==> src/hw/rtl/tlq_pkg.sv <==
// shared types, widths and helpers for the thick line quad expander
// used by every rtl file of the block
`default_nettype none
package tlq_pkg;

    localparam int CW    = 24;
    localparam int WW    = 16;
    localparam int DW    = CW + 1;
    localparam int RW    = CW + 1;
    localparam int SQW   = 2 * RW;
    localparam int REMW  = RW + 3;
    localparam int PW    = CW + WW;
    localparam int NW    = PW + 1;
    localparam int DENW  = RW + 1;
    localparam int QW    = WW;
    localparam int SUMW  = ((CW > QW + 1) ? CW : QW + 1) + 1;
    localparam int LAT   = RW + QW + 4;

    typedef struct packed {
        logic signed [CW-1:0] start_x;
        logic signed [CW-1:0] start_y;
        logic signed [CW-1:0] end_x;
        logic signed [CW-1:0] end_y;
        logic [WW-1:0]        line_width;
        logic [31:0]          paint_color;
        logic [31:0]          depth_value;
    } in_word_t;

    typedef struct packed {
        logic signed [CW-1:0] start_left_x;
        logic signed [CW-1:0] start_left_y;
        logic signed [CW-1:0] end_left_x;
        logic signed [CW-1:0] end_left_y;
        logic signed [CW-1:0] end_right_x;
        logic signed [CW-1:0] end_right_y;
        logic signed [CW-1:0] start_right_x;
        logic signed [CW-1:0] start_right_y;
        logic [31:0]          out_color;
        logic [31:0]          out_depth;
    } out_word_t;

    typedef struct packed {
        logic signed [CW-1:0] x1;
        logic signed [CW-1:0] y1;
        logic signed [CW-1:0] x2;
        logic signed [CW-1:0] y2;
        logic [31:0]          color;
        logic [31:0]          depth;
        logic                 neg_dx;
        logic                 neg_dy;
    } side_t;

    localparam logic signed [SUMW-1:0] SMAX = SUMW'((64'sd1 <<< (CW - 1)) - 64'sd1);
    localparam logic signed [SUMW-1:0] SMIN = -SMAX - SUMW'(1);

    function automatic logic signed [CW-1:0] sat(input logic signed [SUMW-1:0] v);
        logic signed [CW-1:0] r;
        if (v > SMAX)
            r = SMAX[CW-1:0];
        else if (v < SMIN)
            r = SMIN[CW-1:0];
        else
            r = v[CW-1:0];
        return r;
    endfunction

endpackage
`default_nettype wire

==> src/hw/rtl/tlq_front.sv <==
// front stages: differences, magnitudes, squared length and width products
// depends on tlq_pkg
`default_nettype none
module tlq_front (
    input  wire logic             clk,
    input  wire logic             rst_n,
    input  wire logic             in_valid,
    input  wire tlq_pkg::in_word_t seg,
    output logic                  out_valid,
    output logic [tlq_pkg::SQW-1:0] sum_sq,
    output logic [tlq_pkg::PW-1:0]  prod_x,
    output logic [tlq_pkg::PW-1:0]  prod_y,
    output tlq_pkg::side_t        side
);
    logic signed [tlq_pkg::DW-1:0] dx, dy, adx, ady;
    logic                          v1_reg, v2_reg;
    logic [tlq_pkg::CW-1:0]        ax_reg, ay_reg;
    logic [tlq_pkg::WW-1:0]        w_reg;
    tlq_pkg::side_t                s1_reg, s2_reg;
    logic [2*tlq_pkg::CW-1:0]      sqx, sqy;
    logic [tlq_pkg::SQW-1:0]       sum_reg;
    logic [tlq_pkg::PW-1:0]        px_reg, py_reg;

    assign dx  = tlq_pkg::DW'(seg.end_x) - tlq_pkg::DW'(seg.start_x);
    assign dy  = tlq_pkg::DW'(seg.end_y) - tlq_pkg::DW'(seg.start_y);
    assign adx = dx[tlq_pkg::DW-1] ? -dx : dx;
    assign ady = dy[tlq_pkg::DW-1] ? -dy : dy;
    assign sqx = ax_reg * ax_reg;
    assign sqy = ay_reg * ay_reg;

    always_ff @(posedge clk or negedge rst_n)
    begin
        if (!rst_n)
        begin
            v1_reg <= 1'b0;
            v2_reg <= 1'b0;
        end
        else
        begin
            v1_reg <= in_valid && !(dx == '0 && dy == '0);
            v2_reg <= v1_reg;
        end
    end

    always_ff @(posedge clk)
    begin
        ax_reg        <= adx[tlq_pkg::CW-1:0];
        ay_reg        <= ady[tlq_pkg::CW-1:0];
        w_reg         <= seg.line_width;
        s1_reg.x1     <= seg.start_x;
        s1_reg.y1     <= seg.start_y;
        s1_reg.x2     <= seg.end_x;
        s1_reg.y2     <= seg.end_y;
        s1_reg.color  <= seg.paint_color;
        s1_reg.depth  <= seg.depth_value;
        s1_reg.neg_dx <= dx[tlq_pkg::DW-1];
        s1_reg.neg_dy <= dy[tlq_pkg::DW-1];
        sum_reg       <= {2'b00, sqx} + {2'b00, sqy};
        px_reg        <= ay_reg * w_reg;
        py_reg        <= ax_reg * w_reg;
        s2_reg        <= s1_reg;
    end

    assign out_valid = v2_reg;
    assign sum_sq    = sum_reg;
    assign prod_x    = px_reg;
    assign prod_y    = py_reg;
    assign side      = s2_reg;
endmodule
`default_nettype wire

==> config.mk <==
export PLATFORM = sky130hd
export DESIGN_NAME = tlq_front
export DESIGN_NICKNAME = d
export VERILOG_FILES = /design/src/hw/rtl/tlq_pkg.sv /design/src/hw/rtl/tlq_front.sv
export SDC_FILE = /design/constraint.sdc
export NUM_CORES = 2
export LEC_CHECK = 0
export ABC_CLOCK_PERIOD_IN_PS = 9500
export BUFFER_PORTS_ARGS = -buffer_cell sky130_fd_sc_hd__buf_2
export CAP_MARGIN = 20
export CORE_ASPECT_RATIO = 0.6
export CORE_MARGIN = 1
export CORE_UTILIZATION = 40
export DETAILED_ROUTE_END_ITERATION = 7
export HOLD_SLACK_MARGIN = 0.15
export SETUP_SLACK_MARGIN = 0.5
export SLEW_MARGIN = 20
export SYNTH_ARGS = -nofsm -noshare
export SYNTH_HDL_FRONTEND = slang
export SYNTH_SLANG_ARGS = --single-unit
export TNS_END_PERCENT = 10
==> constraint.sdc <==
create_clock -name clk -period 9.5 [get_ports clk]
set_input_delay 2.85 -clock clk [delete_from_list [all_inputs] [get_ports clk]]
set_output_delay 2.85 -clock clk [all_outputs]
set_load 0.01 [all_outputs]
==> out/results.ini <==
[hold_path]
hold_path_depth = 0
hold_path.class = flip-flop to flip-flop
min_to = side[132]
hp-start = s1_reg[132]

[die]
pin_count = 472
core_mm2 = 0.178
die_y_um = 330
dieArea_mm2 = 0.181
dieWidth_um = 549
placementRows = 120
start_util_pct = 40.2

[placement]
portBuffers = 470
dp_hpwl_um = 159000
place.gp.congestion = 0.938

[sta]
min_period_ns = 8.74
worst_slew_pin_slew_ns = 1.14
rsz0062_at_grt = yes
clock-skew-final_ns = 0.0873
slew-limit-headroom_pct = 23.5
finalSetupTns_ns = 0
finalCritPeriodShare_pct = 92.0
hold_viol = 0
max_freq_mhz = 114
maxSlewViolCount = 0
setup_viol = 0

[routing]
vias_per_cell = 4.85
vias = 49600
wl_um = 187000
drc = 0
detail-route-antenna-nets = 0
drt_pre_antenna_iters = 8
drt_iter0_markers = 3110
avgRoutedWirePerCell_um = 18.3

[cts]
clockRootBuffer = clkbuf_16
clockBufferDepth = 3
clock-sinks = 519
cts_made_buffers = 52
ctsHoldBuffers = 0
cts_max_level = 2
cts_tree = done
postCtsSetupRepairBufs = 0
clkTransAtPathRegs_ns = 0.07
clock_latency_ns = 0.74

[layout]
area_growth_pct = 9.94
seqCellArea_mm2 = 0.0104
drive_gt1_share_pct = 10.1
multiInputGateArea_mm2 = 0.0532
final_nets = 10200
fillCellCount = 17300

[synth]
synthesis.nets = 9799
ys.flop_type = dfxtp_1
synth.distinct_cells = 97
ys.warnings.count = 0
syn_area_per_cell_um2 = 9.63
synth_seq_cells = 519
synthCells = 7453
synth-edff-count = 0
async_flop_share_pct = 0.385
seq_area_frac_synth_pct = 14.5
syn_area_mm2 = 0.0718

[global_route]
grt_overflow = 0
antenna_found_initial = 9
grt_pass1_vias = 54100
grt_max_degree = 49
grt_pass1_wl_um = 304000
grt_usage_pct = 21.7

[setup_path]
slowest_stage = dfxtp_2
cp.arrival_ns = 9.41
cp_common_cell = fa_1
regToRegStartpoint = ay_reg[1]
rr_worst_depth = 29
worstPathMaxFanout = 24
end_kind = flip-flop
rrSetupSlack_ns = 0.76
critPathLaunchType = flip-flop
crit_type = flip-flop to flip-flop
crit_required_ns = 10.17
r2r-end = sum_sq[44]
critPathMaxStageDelay_ns = 0.69

[flow_run]
max_cap_violations = 0

[run_status]
outcome = completed

==> area by class of cell <==
type	count	share of cell area [%]
Multi-Input combinational cell	4737	67.4
Sequential cell	519	13.2
Inverter	1890	8.99
Timing Repair Buffer	610	4.38
Tap cell	2379	3.77
Clock buffer	70	1.82
Clock inverter	23	0.414
Antenna cell	5	0.0159
==> per-layer routing <==
layer	wire length (um)	share of wire (%)	GRT usage, %	vias up
li1	-	-	-	22700
met1	88300	47	31.6	25500
met2	80800	43	33.2	1309
met3	13700	7.3	4.28	160
met4	4470	2.4	4.89	0
met5	0	0	0	-
==> Yosys cell counts (10+ instances only) <==
cell / number / share of area [%]
inv_1: 1889 / 9.9
fa_1: 1553 / 43
nand2_1: 891 / 4.7
ha_1: 614 / 11
dfxtp_1: 517 / 14
and2_1: 493 / 4.3
clkbuf_1: 297 / 1.6
a21oi_1: 174 / 1.2
nor2_1: 161 / 0.84
xnor2_1: 124 / 1.5
a21o_1: 72 / 0.75
xor2_1: 70 / 0.85
o21ai_0: 65 / 0.45
nor3_1: 50 / 0.35
nand3_1: 37 / 0.26
nor2b_1: 34 / 0.30
o21a_1: 33 / 0.35
and3_1: 29 / 0.25
a31oi_1: 23 / 0.20
nand4_1: 22 / 0.19
nand2b_1: 20 / 0.17
o211ai_1: 20 / 0.21
a211oi_1: 18 / 0.19
o21bai_1: 18 / 0.19
or3_1: 15 / 0.13
or2_2: 13 / 0.11
a211o_1: 12 / 0.15
nor4_1: 10 / 0.087
o31ai_1: 10 / 0.10
==> worst max-delay path by stage <==
stage,startpoint,slack [ns],cells after the start,to
3_5_place_dp,ay_reg[13],0.08,24,sum_sq[45]
4_1_cts,ay_reg[14],0.54,26,sum_sq[45]
6_report,ay_reg[1],0.76,29,sum_sq[44]
3_3_place_gp,ay_reg[13],0.11,24,sum_sq[45]
2_1_floorplan,ax_reg[5],1.62,28,sum_sq[48]
5_1_grt,ay_reg[1],0.43,29,sum_sq[44]
==> placed cells by master (no fill, tap or decap), types with 9 or more instances in the layout <==
master     synthesis  layout
a21oi_1          174     174
a211oi_1          18      17
xor2_1            70      70
nor3_1            50      50
dfxtp_2            0      33
nor4_1            10       9
nor2b_1           34      34
dfxtp_1          517     483
nand2b_1          20      20
o21ai_0           65      63
buf_4              1     134
nand4_1           22      22
nor2_1           161     160
o31ai_1           10       9
buf_2              5     470
o21bai_1          18      18
or3_1             15      15
and2_1           493     493
clkbuf_1         297      11
ha_1             614     614
clkbuf_16          0      52
inv_1           1889    1889
a31oi_1           23      23
a21o_1            72      72
o211ai_1          20      20
nand3_1           37      37
fa_1            1553    1553
nand2_1          891     891
xnor2_1          124     123
and3_1            29      29
o21a_1            33      33
or2_2             13      13
a211o_1           12      12
==> kinds of logic after synthesis <==
kind of cell	count (synthesis)	synth area share (%)
mux	9	0.131
compound gates	540	5.15
fa+ha+maj	2167	54.0
other cells	1	0.00522
simple gates	1825	12.3
xor+xnor	195	2.39
buf+inv	2197	11.5
flops	519	14.5
==> what timing repair did <==
action,4_1_cts,5_1_grt
gates cloned,0,0
resized for setup,3,26
setup endpoints to repair,9,16
==> worst max-delay path: cells and delay by family, from the launching register on <==
kind                       cells  cell delay [ns]
buffers and inverters          9             1.19
and+or+nand+nor                2             0.38
xor gates and xnor gates       1             0.14
adders and majority gates     10             4.76
AOI/OAI and AO/OA              7             1.43
DFF                            1             0.69
==> stage by stage <==
| stage | area [um2] | instances | setup slack, ns | hold slack [ns] | util, % |
|---|---|---|---|---|---|
| floorplan | 71800 | 7453 | 1.62 | 0.310 | - |
| global placement | 77100 | 10100 | 0.106 | 0.310 | 43.2 |
| detailed placement | 77100 | 10100 | 0.0813 | 0.312 | 43.2 |
| CTS | 78900 | 10200 | 0.539 | 0.303 | 44.2 |
| global route | 78900 | 10200 | 0.425 | 0.326 | 44.2 |
| finish | 78900 | 10200 | 0.763 | 0.293 | 44.2 |
Power is left out: the tool's default activity adds up to more than one toggle a clock period on the data nets, which glitch-free logic cannot reach.
