[src/hw/rtl/tlq_pkg.sv]
// shared types, widths and helpers for the thick line quad expander
// used by every rtl file of the block
`default_nettype none
package tlq_pkg;

    localparam int CW    = 24;
    localparam int WW    = 16;
    localparam int DW    = CW + 1;
    localparam int RW    = CW + 1;
    localparam int SQW   = 2 * RW;
    localparam int REMW  = RW + 3;
    localparam int PW    = CW + WW;
    localparam int NW    = PW + 1;
    localparam int DENW  = RW + 1;
    localparam int QW    = WW;
    localparam int SUMW  = ((CW > QW + 1) ? CW : QW + 1) + 1;
    localparam int LAT   = RW + QW + 4;

    typedef struct packed {
        logic signed [CW-1:0] start_x;
        logic signed [CW-1:0] start_y;
        logic signed [CW-1:0] end_x;
        logic signed [CW-1:0] end_y;
        logic [WW-1:0]        line_width;
        logic [31:0]          paint_color;
        logic [31:0]          depth_value;
    } in_word_t;

    typedef struct packed {
        logic signed [CW-1:0] start_left_x;
        logic signed [CW-1:0] start_left_y;
        logic signed [CW-1:0] end_left_x;
        logic signed [CW-1:0] end_left_y;
        logic signed [CW-1:0] end_right_x;
        logic signed [CW-1:0] end_right_y;
        logic signed [CW-1:0] start_right_x;
        logic signed [CW-1:0] start_right_y;
        logic [31:0]          out_color;
        logic [31:0]          out_depth;
    } out_word_t;

    typedef struct packed {
        logic signed [CW-1:0] x1;
        logic signed [CW-1:0] y1;
        logic signed [CW-1:0] x2;
        logic signed [CW-1:0] y2;
        logic [31:0]          color;
        logic [31:0]          depth;
        logic                 neg_dx;
        logic                 neg_dy;
    } side_t;

    localparam logic signed [SUMW-1:0] SMAX = SUMW'((64'sd1 <<< (CW - 1)) - 64'sd1);
    localparam logic signed [SUMW-1:0] SMIN = -SMAX - SUMW'(1);

    function automatic logic signed [CW-1:0] sat(input logic signed [SUMW-1:0] v);
        logic signed [CW-1:0] r;
        if (v > SMAX)
            r = SMAX[CW-1:0];
        else if (v < SMIN)
            r = SMIN[CW-1:0];
        else
            r = v[CW-1:0];
        return r;
    endfunction

endpackage
`default_nettype wire

[src/hw/rtl/tlq_corner.sv]
// final stage: signed offsets, corner sums and saturation
// depends on tlq_pkg
`default_nettype none
module tlq_corner (
    input  wire logic              clk,
    input  wire logic              rst_n,
    input  wire logic              in_valid,
    input  wire logic [tlq_pkg::QW-1:0] quot_x,
    input  wire logic [tlq_pkg::QW-1:0] quot_y,
    input  wire tlq_pkg::side_t    side,
    output logic                   out_valid,
    output tlq_pkg::out_word_t     quad
);
    localparam int SUMW = tlq_pkg::SUMW;

    logic signed [SUMW-1:0] ox, oy, x1, y1, x2, y2;
    logic                   v_reg;
    tlq_pkg::out_word_t     q_reg;

    assign ox = side.neg_dy ? -SUMW'({1'b0, quot_x}) : SUMW'({1'b0, quot_x});
    assign oy = side.neg_dx ? -SUMW'({1'b0, quot_y}) : SUMW'({1'b0, quot_y});
    assign x1 = SUMW'(side.x1);
    assign y1 = SUMW'(side.y1);
    assign x2 = SUMW'(side.x2);
    assign y2 = SUMW'(side.y2);

    always_ff @(posedge clk or negedge rst_n)
    begin
        if (!rst_n)
            v_reg <= 1'b0;
        else
            v_reg <= in_valid;
    end

    always_ff @(posedge clk)
    begin
        q_reg.start_left_x  <= tlq_pkg::sat(x1 - ox);
        q_reg.start_left_y  <= tlq_pkg::sat(y1 + oy);
        q_reg.end_left_x    <= tlq_pkg::sat(x2 - ox);
        q_reg.end_left_y    <= tlq_pkg::sat(y2 + oy);
        q_reg.end_right_x   <= tlq_pkg::sat(x2 + ox);
        q_reg.end_right_y   <= tlq_pkg::sat(y2 - oy);
        q_reg.start_right_x <= tlq_pkg::sat(x1 + ox);
        q_reg.start_right_y <= tlq_pkg::sat(y1 - oy);
        q_reg.out_color     <= side.color;
        q_reg.out_depth     <= side.depth;
    end

    assign out_valid = v_reg;
    assign quad      = q_reg;
endmodule
`default_nettype wire

[config.mk]
export PLATFORM = sky130hd
export DESIGN_NAME = tlq_corner
export DESIGN_NICKNAME = d
export VERILOG_FILES = /design/src/hw/rtl/tlq_pkg.sv /design/src/hw/rtl/tlq_corner.sv
export SDC_FILE = /design/constraint.sdc
export NUM_CORES = 1
export LEC_CHECK = 0
export BUFFER_PORTS_ARGS = -buffer_cell sky130_fd_sc_hd__buf_2
export CORE_MARGIN = 1.5
export CORE_UTILIZATION = 25
export DETAILED_ROUTE_END_ITERATION = 16
export PLACE_DENSITY = 0.5
export SYNTH_ARGS = -nofsm -noshare
export SYNTH_HDL_FRONTEND = slang
export SYNTH_SLANG_ARGS = --single-unit
[constraint.sdc]
create_clock -name clk -period 0.8 [get_ports clk]
set_clock_uncertainty 0.15 [all_clocks]
set_input_delay 0.04 -clock clk [delete_from_list [all_inputs] [get_ports clk]]
set_output_delay 0.04 -clock clk [all_outputs]
set_load 0.03 [all_outputs]
==> results of run 1 <==
-- kinds of logic (layout without fill, tap and decap cells) --
group	Yosys count	in the layout	synth area share (%)
buf+inv	260	1648	5.93
mux	2	2	0.122
compound gates	595	595	21.2
flops	257	257	29.4
fa+ha+maj	287	287	19.9
simple gates	492	492	13.9
other cells	0	9	0
xor+xnor	190	190	9.56
-- registers in the layout, indices dropped and copies added, names as in the netlist --
register,count
quad,256
out_valid,1
-- power groups by stage --
stage,clock network (uW),logic [uW],registers [uW]
3_5_place_dp,0,36100,18600
6_report,14600,48700,20300
4_1_cts,15000,40500,18400
5_1_grt,15500,51600,20600
2_1_floorplan,0,13000,25900
3_3_place_gp,0,35900,18600
-- per-stage QoR --
stage	instance area, um2	hold WS, ps	total power (uW)	std cells
after global placement	26800	-335	54500	4124
final	34800	-282	83600	4411
after global routing	34800	-311	87600	4407
after CTS	30800	-310	73900	4334
after floorplan	18100	-406	38900	2083
after detailed placement	26800	-334	54600	4124
-- synthesized netlist by cell type, drive strengths merged, types with 4 or more instances --
cell type / number / area [um2]
dfxtp: 256 / 5120
ha: 211 / 2640
a21oi: 210 / 1050
nor2: 178 / 678
inv: 160 / 601
xnor2: 149 / 1310
o21ai: 146 / 734
nand2: 89 / 344
clkbuf: 79 / 297
maj3: 68 / 681
nor3: 53 / 293
xor2: 41 / 359
a21o: 35 / 263
o31ai: 32 / 259
o21bai: 28 / 210
nand2b: 24 / 150
nand3: 24 / 120
nor2b: 24 / 150
buf: 20 / 136
a211oi: 19 / 143
a31oi: 19 / 119
nor4: 17 / 106
or3: 17 / 109
o21a: 13 / 97.6
o41ai: 13 / 133
nand4: 12 / 75.1
o211ai: 12 / 90.1
or2: 11 / 68.8
or4: 11 / 90.1
and2: 9 / 56.3
fa: 8 / 160
a211o: 7 / 61.3
a221oi: 7 / 61.3
and3: 7 / 45.1
nor3b: 6 / 50.1
a311oi: 5 / 43.8
o2111ai: 5 / 43.8
o31a: 5 / 43.8
a2111oi: 4 / 35.0
a41oi: 4 / 35.0
-- timing repair --
| action | CTS | global route |
|---|---|---|
| buffers inserted | 86 | 68 |
| endpoints found under the setup margin | 449 | 449 |
| gates cloned | 13 | 11 |
| hold endpoints to repair | 108 | 87 |
| gates resized for setup | 348 | 1387 |
| pin swaps | 155 | 141 |
-- worst min-delay path, cell delays in order --
cell,delay [ps]
buf_2,110
inv_1,50
ha_1,160
o21ai_2,70
-- worst paths after layout --
kind                       startpoint                   end  slack (ps)
max in group asynchronous       rst_n   out_valid$_DFF_PN0_         200
min in group asynchronous       rst_n   out_valid$_DFF_PN0_         190
min                         side[138]   quad[88]$_SDFF_PN1_        -280
max                         quot_x[8]  quad[147]$_SDFF_PN1_       -2640
-- layer usage --
metal | part of all wire, % | vias to the layer above | GRT usage, % | wire length [um]
met2 | 48 | 586 | 35.6 | 38600
met5 | 0.021 | - | 0 | 17
li1 | - | 10000 | - | -
met1 | 42 | 9664 | 24.7 | 33200
met3 | 6.1 | 137 | 3.82 | 4840
met4 | 4.1 | 2 | 7.83 | 3290
-- final cells by class --
class                      instances  area share (%)
multi-input combinational       1566            40.5
sequential                       257            15.8
clock buffer                      35            2.30
antenna                            9          0.0648
clock inverter                    17           0.680
timing repair buffer            1435            35.5
inverter                         161            1.76
tap                              931            3.35
==> flow_summary.toml, run 1 <==
[routing]
vias = 20400
first_pass_iters = 5
ant_nets = 0
drt-vias-per-instance = 4.63
drc = 0
wl_per_cell_um = 18.1
wl_um = 80000
dr.first_iter.drc_count = 832

[sta]
slew_viol_final = 0
period_minus_slack_ps = 3440
hold_viol_final = 84
rsz0062_at_grt = "yes"
finalSetupViolations = 449
worst_pin_slew_ps = 835
relSlewSlack_pct = 43.9
tns_ps = -589130
final.setup.worst_slack_ps = -2640
fmax_mhz = 290
period_share_pct = 430
whs_ps = -282

[global_route]
antenna_found_initial = 11
grt_max_degree = 24
grt_overflow = 0
grt_pass1_vias = 20700
grt_pass1_wl_um = 113000
grtUsageTotal_pct = 20.4

[power]
swShare_pct = 40.0
p_int_uw = 50200
p_per_area_nw_per_um2 = 2410
pwr-share-seq_pct = 24.3
clock_power_share_pct = 17.4
p_leak_uw = 0.0159
vdd_ir_drop_max_uv = 2430
p_switching_uw = 33400
p_comb_share_pct = 58.2

[critical_path]
cp.arrival_ps = 3780
crit_buf_inv = 6
cp_slowest_cell = "or4_4"
cp.required_ps = 1130
cpPeakStageDelay_ps = 530
crit_cells = 19
path_class = "input port to register"
critical_path.cell_chain = "buf_6, or4_4, or4_4, buf_12, o31ai_4, buf_4, buf_6, ha_4, nor2b_4, a311oi_4, nor2_4, nor2_2, or3_1, o211ai_1, nor3b_4, nor2_4, buf_6, buf_12, o31ai_4"
endpoint_kind = "register"
path_max_fanout = 5
critPathLaunchType = "input port"
critPathTopFamily = "simple AND/OR/NAND/NOR gates"
worst_path_most_repeated_cell = "buf_6"

[clocking]
clk_pin_slew_ps = 70
hold_buffers = 67
cts_root_buf = "clkbuf_16"
clkSinkCount = 257
cts_tree = "built"
cts_max_level = 1
cts_buffers = 29
clk_path_buf_depth = 3

[synthesis]
synth-edff-count = 0
syn_area_per_cell_um2 = 8.40
syn-cell-area_um2 = 17500
yosysSeqAreaShare_pct = 29.4
ys_ff_latch = 257
async_flop_share_pct = 0.389
ys.flop_type = "dfxtp_1"
ys_types = 88
syn-num-nets = 2499
synthCells = 2083
synth_warnings = 0

[floorplanning]
dieWidth_um = 267
start_util_pct = 25.4
rows = 96
core-area_um2 = 68900
dieArea_um2 = 71500
top_level_ports = 454
die_y_um = 267

[placement]
place_ws_ps = -3500
portBuffers = 453
gp_congestion = 0.938
dpl.hpwl_um = 60400

[cells_and_area]
nFillCells = 6356
multi_input_area_um2 = 14100
final_cell_mix = "buf_4, buf_6, dfxtp_2"
fin_util_pct = 50.4
drive_above_1_share_pct = 63.0
area_growth_pct = 98.8
finalNetCount = 3866
layout_commonest_cell = "buf_4"
seq_area_um2 = 5510

[run_status]
violations = "hold timing, setup timing"
status = "complete, but fails checks"

[hold_path]
hold_depth = 4
hold_path_class = "input port to register"

[run]
cap_violations = 0
No activity file was read; power rests on OpenSTA's default activity.
==> inputs of run 2 (changes only) <==
--- a/config.mk
+++ b/config.mk
@@ -7,9 +7,10 @@
 export LEC_CHECK = 0
 export BUFFER_PORTS_ARGS = -buffer_cell sky130_fd_sc_hd__buf_2
 export CORE_MARGIN = 1.5
-export CORE_UTILIZATION = 25
+export CORE_UTILIZATION = 49
 export DETAILED_ROUTE_END_ITERATION = 16
-export PLACE_DENSITY = 0.5
+export PLACE_DENSITY = 0.83
+export SETUP_SLACK_MARGIN = 0.5
 export SYNTH_ARGS = -nofsm -noshare
 export SYNTH_HDL_FRONTEND = slang
 export SYNTH_SLANG_ARGS = --single-unit
==> run 2 against run 1 <==
  * The flow now stops in 5_1_grt
  * Synthesized cell count stayed put
  * Area after synthesis stayed put
==> flow_summary.toml, run 2 <==
[run_status]
haltStage = "5_1_grt"
status = "did not finish"
error = "[ERROR GRT-0232] Routing congestion too high. Check the congestion heatmap in the GUI."

[synthesis]
ys_types = 88
ys_top_cells_by_count = "dfxtp_1, ha_1, a21oi_1"
synth_fa_ha_area_share_pct = 19.9
synth_top_family_by_area = "compound AO/OA/AOI/OAI gates"
synth-edff-count = 0
synth_warnings = 0
syn-num-nets = 2499
ys_ff_latch = 257
synth_top_area_share_pct = 29.3
synth_area_leaders = "dfxtp_1, ha_1, xnor2_1, a21oi_1, o21ai_0"
synth_xor_area_share_pct = 9.56
synthCells = 2083
yosysMostFrequentCell = "dfxtp_1"
async_flop_share_pct = 0.389
synth-compound-area-share_pct = 21.2
yosysSeqAreaShare_pct = 29.4
yosys.area_share.simple_pct = 13.9
syn_area_per_cell_um2 = 8.40
muxShareOfSynthArea_pct = 0.122
synth_top_cell_by_area = "dfxtp_1"
ys.flop_type = "dfxtp_1"
syn-cell-area_um2 = 17500

[clocking]
cts_max_level = 1
clk_path_buf_depth = 3
cts_root_buf = "clkbuf_16"
cts_buffers = 28
clkSinkCount = 257

[placement]
post-place-cells = 3638
portBuffers = 453
gp_congestion = 1.03
dpl.hpwl_um = 56800
place_area_um2 = 26100

[floorplanning]
dieWidth_um = 192
die_y_um = 192
rows = 69
top_level_ports = 454
start_util_pct = 49.5

[global_route]
grt_overflow = 241
grt_max_degree = 25
grtUsageTotal_pct = 78.8

[sta]
endpoint_type = "sequential cell input"
worst_endpoint = "quad[149]$_SDFF_PN1_/D"
run 2: timing repair:
item | 4_1_cts
setup endpoints to repair | 449
gates resized for setup | 278
setup buffers | 54
cloned | 10
pin swaps | 124
endpoints found under the hold margin | 101
run 2: cells by family after synthesis:
kind of cell               Yosys count
AOI/OAI and AO/OA                  595
xor gates and xnor gates           190
adders and majority gates          287
buffers and inverters              260
DFF                                257
muxes                                2
and+or+nand+nor                    492
run 2: routing by layer:
metal  global-route usage [%]  overflow
met2                     95.9       143
met4                     82.1        86
met1                     75.5         3
met3                     65.0         9
met5                     37.9         0
run 2: metrics by stage:
step	setup TNS (ps)	setup slack, ps	hold slack, ps
global placement	-595360	-3220	-334
CTS	-595820	-2570	-929
detailed placement	-618860	-3350	-328
floorplan	-551590	-2990	-406
==> inputs of run 3 (changes only) <==
--- a/config.mk
+++ b/config.mk
@@ -7,10 +7,9 @@
 export LEC_CHECK = 0
 export BUFFER_PORTS_ARGS = -buffer_cell sky130_fd_sc_hd__buf_2
 export CORE_MARGIN = 1.5
-export CORE_UTILIZATION = 49
+export CORE_UTILIZATION = 40
 export DETAILED_ROUTE_END_ITERATION = 16
-export PLACE_DENSITY = 0.83
-export SETUP_SLACK_MARGIN = 0.5
+export PLACE_DENSITY_LB_ADDON = 0.15
 export SYNTH_ARGS = -nofsm -noshare
 export SYNTH_HDL_FRONTEND = slang
 export SYNTH_SLANG_ARGS = --single-unit
==> constraint.sdc (replaced) <==
create_clock -name clk -period 1 [get_ports clk]
set_clock_uncertainty 0.15 [all_clocks]
set_input_delay 0.05 -clock clk [delete_from_list [all_inputs] [get_ports clk]]
set_output_delay 0.05 -clock clk [all_outputs]
set_load 0.03 [all_outputs]
==> run 3 against run 2 <==
  * The flow now finishes, with violations (hold timing, setup timing)
==> flow_summary.toml, run 3 (synthesis results as in run 1) <==
[floorplanning]
dieWidth_um = 212
dieArea_um2 = 45000
die_y_um = 212
rows = 76
top_level_ports = 454
core-area_um2 = 43100
start_util_pct = 40.6

[placement]
post-place-cells = 3798
dpl.hpwl_um = 55200
place_area_um2 = 26500
gp_congestion = 0.931
place_ws_ps = -3170
portBuffers = 453

[power]
vdd_ir_drop_max_uv = 2740
p_switching_uw = 26500
p_leak_uw = 0.0158
clock_power_share_pct = 18.8
pwr-share-seq_pct = 23.4
finalPower_uw = 62400
p_int_uw = 35900
swShare_pct = 42.4
p_comb_share_pct = 57.8
p_per_area_nw_per_um2 = 1870

[hold_path]
min_to = "quad[160]$_SDFF_PN1_"
hold_depth = 4
hold_path_class = "input port to register"
hp-start = "side[66]"

[cells_and_area]
layout_commonest_cell = "buf_4"
largest_reg_flops = 256
finalInstanceArea_um2 = 33400
area_growth_pct = 90.8
finalNetCount = 3951
drive_above_1_share_pct = 54.7
fin_cells = 4157
nFillCells = 2941
fin_util_pct = 77.5
final_cell_mix = "buf_4, buf_2, dfxtp_1"

[global_route]
antenna_found_initial = 20
grt_overflow = 0
grtUsageTotal_pct = 34.5
grt_max_degree = 24
grt_pass1_wl_um = 121000
grt_pass1_vias = 22500

[routing]
drt-vias-per-instance = 5.16
wl_per_cell_um = 19.6
vias = 21400
wl_um = 81500
drc = 0
ant_nets = 0
first_pass_iters = 7
dr.first_iter.drc_count = 1113

[run_status]
status = "complete, but fails checks"
violations = "hold timing, setup timing"

[critical_path]
endpoint_kind = "register"
path_max_fanout = 4
cp.arrival_ps = 3860
path_class = "input port to register"
critPathLaunchType = "input port"
cp.required_ps = 1310

[clocking]
cts_buffers = 29
cts_max_level = 1
cts_tree = "built"
clk_pin_slew_ps = 60
clk_path_buf_depth = 3
hold_buffers = 135
clkSinkCount = 257
cts_root_buf = "clkbuf_16"

[sta]
worst_pin_slew_ps = 764
finalSetupViolations = 452
final.setup.worst_slack_ps = -2540
hold_viol_final = 18
whs_ps = -218
slew_viol_final = 0
rsz0062_at_grt = "yes"
period_minus_slack_ps = 3540
fmax_mhz = 282
relSlewSlack_pct = 48.7
period_share_pct = 354

[run]
cap_violations = 0
[run 3: layout make-up]
type	instances	area [um2]	area share, %
inverter	161	636	1.90
sequential	257	5150	15.4
antenna	14	35.0	0.105
timing repair buffer	1517	11600	34.9
multi-input combinational	1569	14200	42.4
clock buffer	36	802	2.40
clock inverter	18	234	0.701
tap	585	732	2.19
[run 3: power by group through the flow]
stage	Combinational [uW]	Clock [uW]	Sequential, uW
after floorplan	10400	0	20700
after global placement	28300	0	14700
after detailed placement	28500	0	14700
after CTS	33900	11800	14500
after global routing	38000	12300	14800
final	36100	11800	14600
[run 3: repair_timing]
| item | 4_1_cts | 5_1_grt |
|---|---|---|
| buffers inserted | 104 | 51 |
| setup endpoints to repair | 449 | 451 |
| hold endpoints to repair | 121 | 15 |
| resized for setup | 502 | 203 |
| gates cloned | 22 | 4 |
| pin swaps | 158 | 143 |
[run 3: worst max path at each step]
stage	startpoint	endpoint	slack [ps]	cells past startpoint
after floorplan	quot_y[4]	quad[175]$_SDFF_PN1_	-2800	16
after global placement	quot_x[11]	quad[155]$_SDFF_PN1_	-3100	15
after detailed placement	quot_x[11]	quad[155]$_SDFF_PN1_	-3170	15
after CTS	quot_x[4]	quad[206]$_SDFF_PN1_	-2370	16
after global routing	quot_x[11]	quad[149]$_SDFF_PN1_	-2660	19
final	quot_x[11]	quad[149]$_SDFF_PN1_	-2540	17
[run 3: critical path: stages]
cell and delay, ps:
buf_6 90, or4_4 540, or4_4 470, buf_12 150, buf_6 110, o31ai_4 220
buf_6 150, ha_4 200, or4_4 550, nor2_2 110, nor2_1 50, or3_1 310
o211ai_1 160, nor3b_4 120, buf_4 160, buf_6 120, maj3_2 280
[run 3: layer usage]
layer	share of wire [%]	vias to the layer above	wire, um	track usage [%]
met5	0.079	-	64	0
met4	5.6	10	4540	18.8
met3	5.6	264	4550	6.43
met2	52	731	42400	64.5
met1	37	10200	29900	36.2
li1	-	10200	-	-
[run 3: metrics by stage]
step | hold WS [ps] | setup TNS, ps
CTS | -234 | -512760
detailed placement | -324 | -586470
floorplan | -396 | -515100
global route | -215 | -557250
finish | -218 | -530180
global placement | -324 | -568160
==> inputs of run 4 (changes only) <==
==> constraint.sdc (replaced) <==
create_clock -name clk -period 1 [get_ports clk]
set_clock_uncertainty 0.15 [all_clocks]
set_input_delay 0.3 -clock clk [delete_from_list [all_inputs] [get_ports clk]]
set_output_delay 0.3 -clock clk [all_outputs]
set_load 0.03 [all_outputs]
==> run 4 against run 3 <==
  * The run still ends with hold timing, setup timing left
  * Clock-buffer cell count down 1
  * Cell count shrank 2.5%
  * Sequential share of layout area rose by 0.72 points
  * First-iteration DRC count decreased by 26%
  * Maximum frequency shrank 6.2%
  * Setup slack lost 230 ps
  * Core utilization decreased by 3.4 points
  * Routed wire length down 8.1%
  * Sequential cell count stayed put
  * Hold slack better by 220 ps
  * Critical endpoint is now quad[156]$_SDFF_PN1_
==> flow_summary.toml, run 4 (synthesis results as in run 1) <==
[sta]
rsz0062_at_grt = "yes"
slew_viol_final = 0
hold_viol_final = 1
fmax_mhz = 265
finalSetupViolations = 449
whs_ps = -2.65
worst_pin_slew_ps = 718
period_minus_slack_ps = 3780
relSlewSlack_pct = 51.8
final.setup.worst_slack_ps = -2780
period_share_pct = 378

[clocking]
cts_max_level = 1
clk_path_buf_depth = 3
cts_root_buf = "clkbuf_16"
clk_pin_slew_ps = 60
cts_buffers = 28
clkSinkCount = 257
cts_tree = "built"

[run_status]
violations = "hold timing, setup timing"
status = "complete, but fails checks"

[routing]
wl_per_cell_um = 18.5
vias = 20600
dr.first_iter.drc_count = 828
first_pass_iters = 6
drc = 0
drt-vias-per-instance = 5.08
ant_nets = 0
wl_um = 74900

[power]
vdd_ir_drop_max_uv = 2670
p_per_area_nw_per_um2 = 1880
pwr-share-seq_pct = 24.2
clock_power_share_pct = 18.5
p_leak_uw = 0.0152
swShare_pct = 42.0
p_comb_share_pct = 57.3
p_int_uw = 34700
p_switching_uw = 25100

[floorplanning]
rows = 76
top_level_ports = 454
dieArea_um2 = 45000
dieWidth_um = 212
start_util_pct = 40.6
die_y_um = 212
core-area_um2 = 43100

[cells_and_area]
final_cell_mix = "buf_4, buf_2, dfxtp_1"
fin_cells = 4053
nFillCells = 3176
largest_reg_flops = 256
layout_commonest_cell = "buf_4"
fin_util_pct = 74.0
finalInstanceArea_um2 = 31900
seq_area_um2 = 5150
drive_above_1_share_pct = 54.0
finalNetCount = 3854
area_growth_pct = 82.3
multi_input_area_um2 = 13700

[run]
cap_violations = 0

[placement]
gp_congestion = 0.933
portBuffers = 453
place_area_um2 = 26500
place_ws_ps = -3400
post-place-cells = 3798
dpl.hpwl_um = 55300

[critical_path]
crit_end = "quad[156]$_SDFF_PN1_"
critPathLaunchType = "input port"
endpoint_kind = "register"
cp.required_ps = 1350
cp.arrival_ps = 4130
path_max_fanout = 8
path_class = "input port to register"
critPathLaunch = "quot_x[11]"

[global_route]
grtUsageTotal_pct = 31.3
antenna_found_initial = 12
grt_pass1_vias = 20900
grt_pass1_wl_um = 111000
grt_overflow = 0
grt_max_degree = 24

[hold_path]
hold_path_class = "input port to register"
==> run 4: per-layer routing <==
metal	vias up	routed length, um	global-route usage (%)
met5	-	56	0
met4	10	3260	12.0
met3	188	3630	4.37
met2	607	38600	59.6
met1	9798	29300	34.9
li1	9998	-	-
==> run 4: timing repair <==
action	4_1_cts	5_1_grt
endpoints found under the hold margin	69	0
buffers inserted	85	37
hold buffers	67	0
cloned	12	9
endpoints found under the setup margin	449	449
gates resized for setup	446	155
pin swaps	163	99
==> run 4: cell type report <==
| cell class | instances | share of cell area (%) |
|---|---|---|
| clock inverters | 17 | 0.636 |
| clock buffers | 35 | 2.47 |
| well taps | 585 | 2.30 |
| flip-flops and latches | 257 | 16.2 |
| diodes | 8 | 0.0628 |
| multi-input cells | 1566 | 43.1 |
| inverters | 161 | 1.96 |
| repair buffers | 1424 | 33.3 |
==> run 4: power by group through the flow <==
stage	sequential, uW	combinational [uW]	clock (uW)
detailed placement	14700	28500	0
floorplan	20700	10400	0
global placement	14700	28300	0
CTS	14500	32400	11200
global route	14700	36400	11600
finish	14500	34300	11100
==> run 4: critical path, stage by stage <==
cell,delay [ps]
buf_6,90
or4_4,550
or4_4,460
or2_4,300
buf_12,140
o21ai_4,170
ha_4,230
or4_4,510
nor2_1,110
nor2_1,60
buf_4,140
buf_4,130
o2111ai_2,50
nor3b_4,320
buf_6,170
nand2_8,90
buf_12,170
a21oi_4,140
==> run 4: per-stage QoR <==
stage / total power (uW) / TNS [ps]
floorplan: 31100 / -563100
global placement: 43000 / -616120
detailed placement: 43200 / -632290
CTS: 58100 / -616810
global route: 62700 / -661810
finish: 59900 / -631820
==> run 4: worst min-delay path by stage <==
stage                    from                   to  cells after the start
detailed placement      rst_n  out_valid$_DFF_PN0_                      1
floorplan               rst_n  out_valid$_DFF_PN0_                      0
global route        side[114]  quad[64]$_SDFF_PN1_                      4
CTS                 side[138]  quad[88]$_SDFF_PN1_                      4
global placement        rst_n  out_valid$_DFF_PN0_                      1
finish              side[138]  quad[88]$_SDFF_PN1_                      4
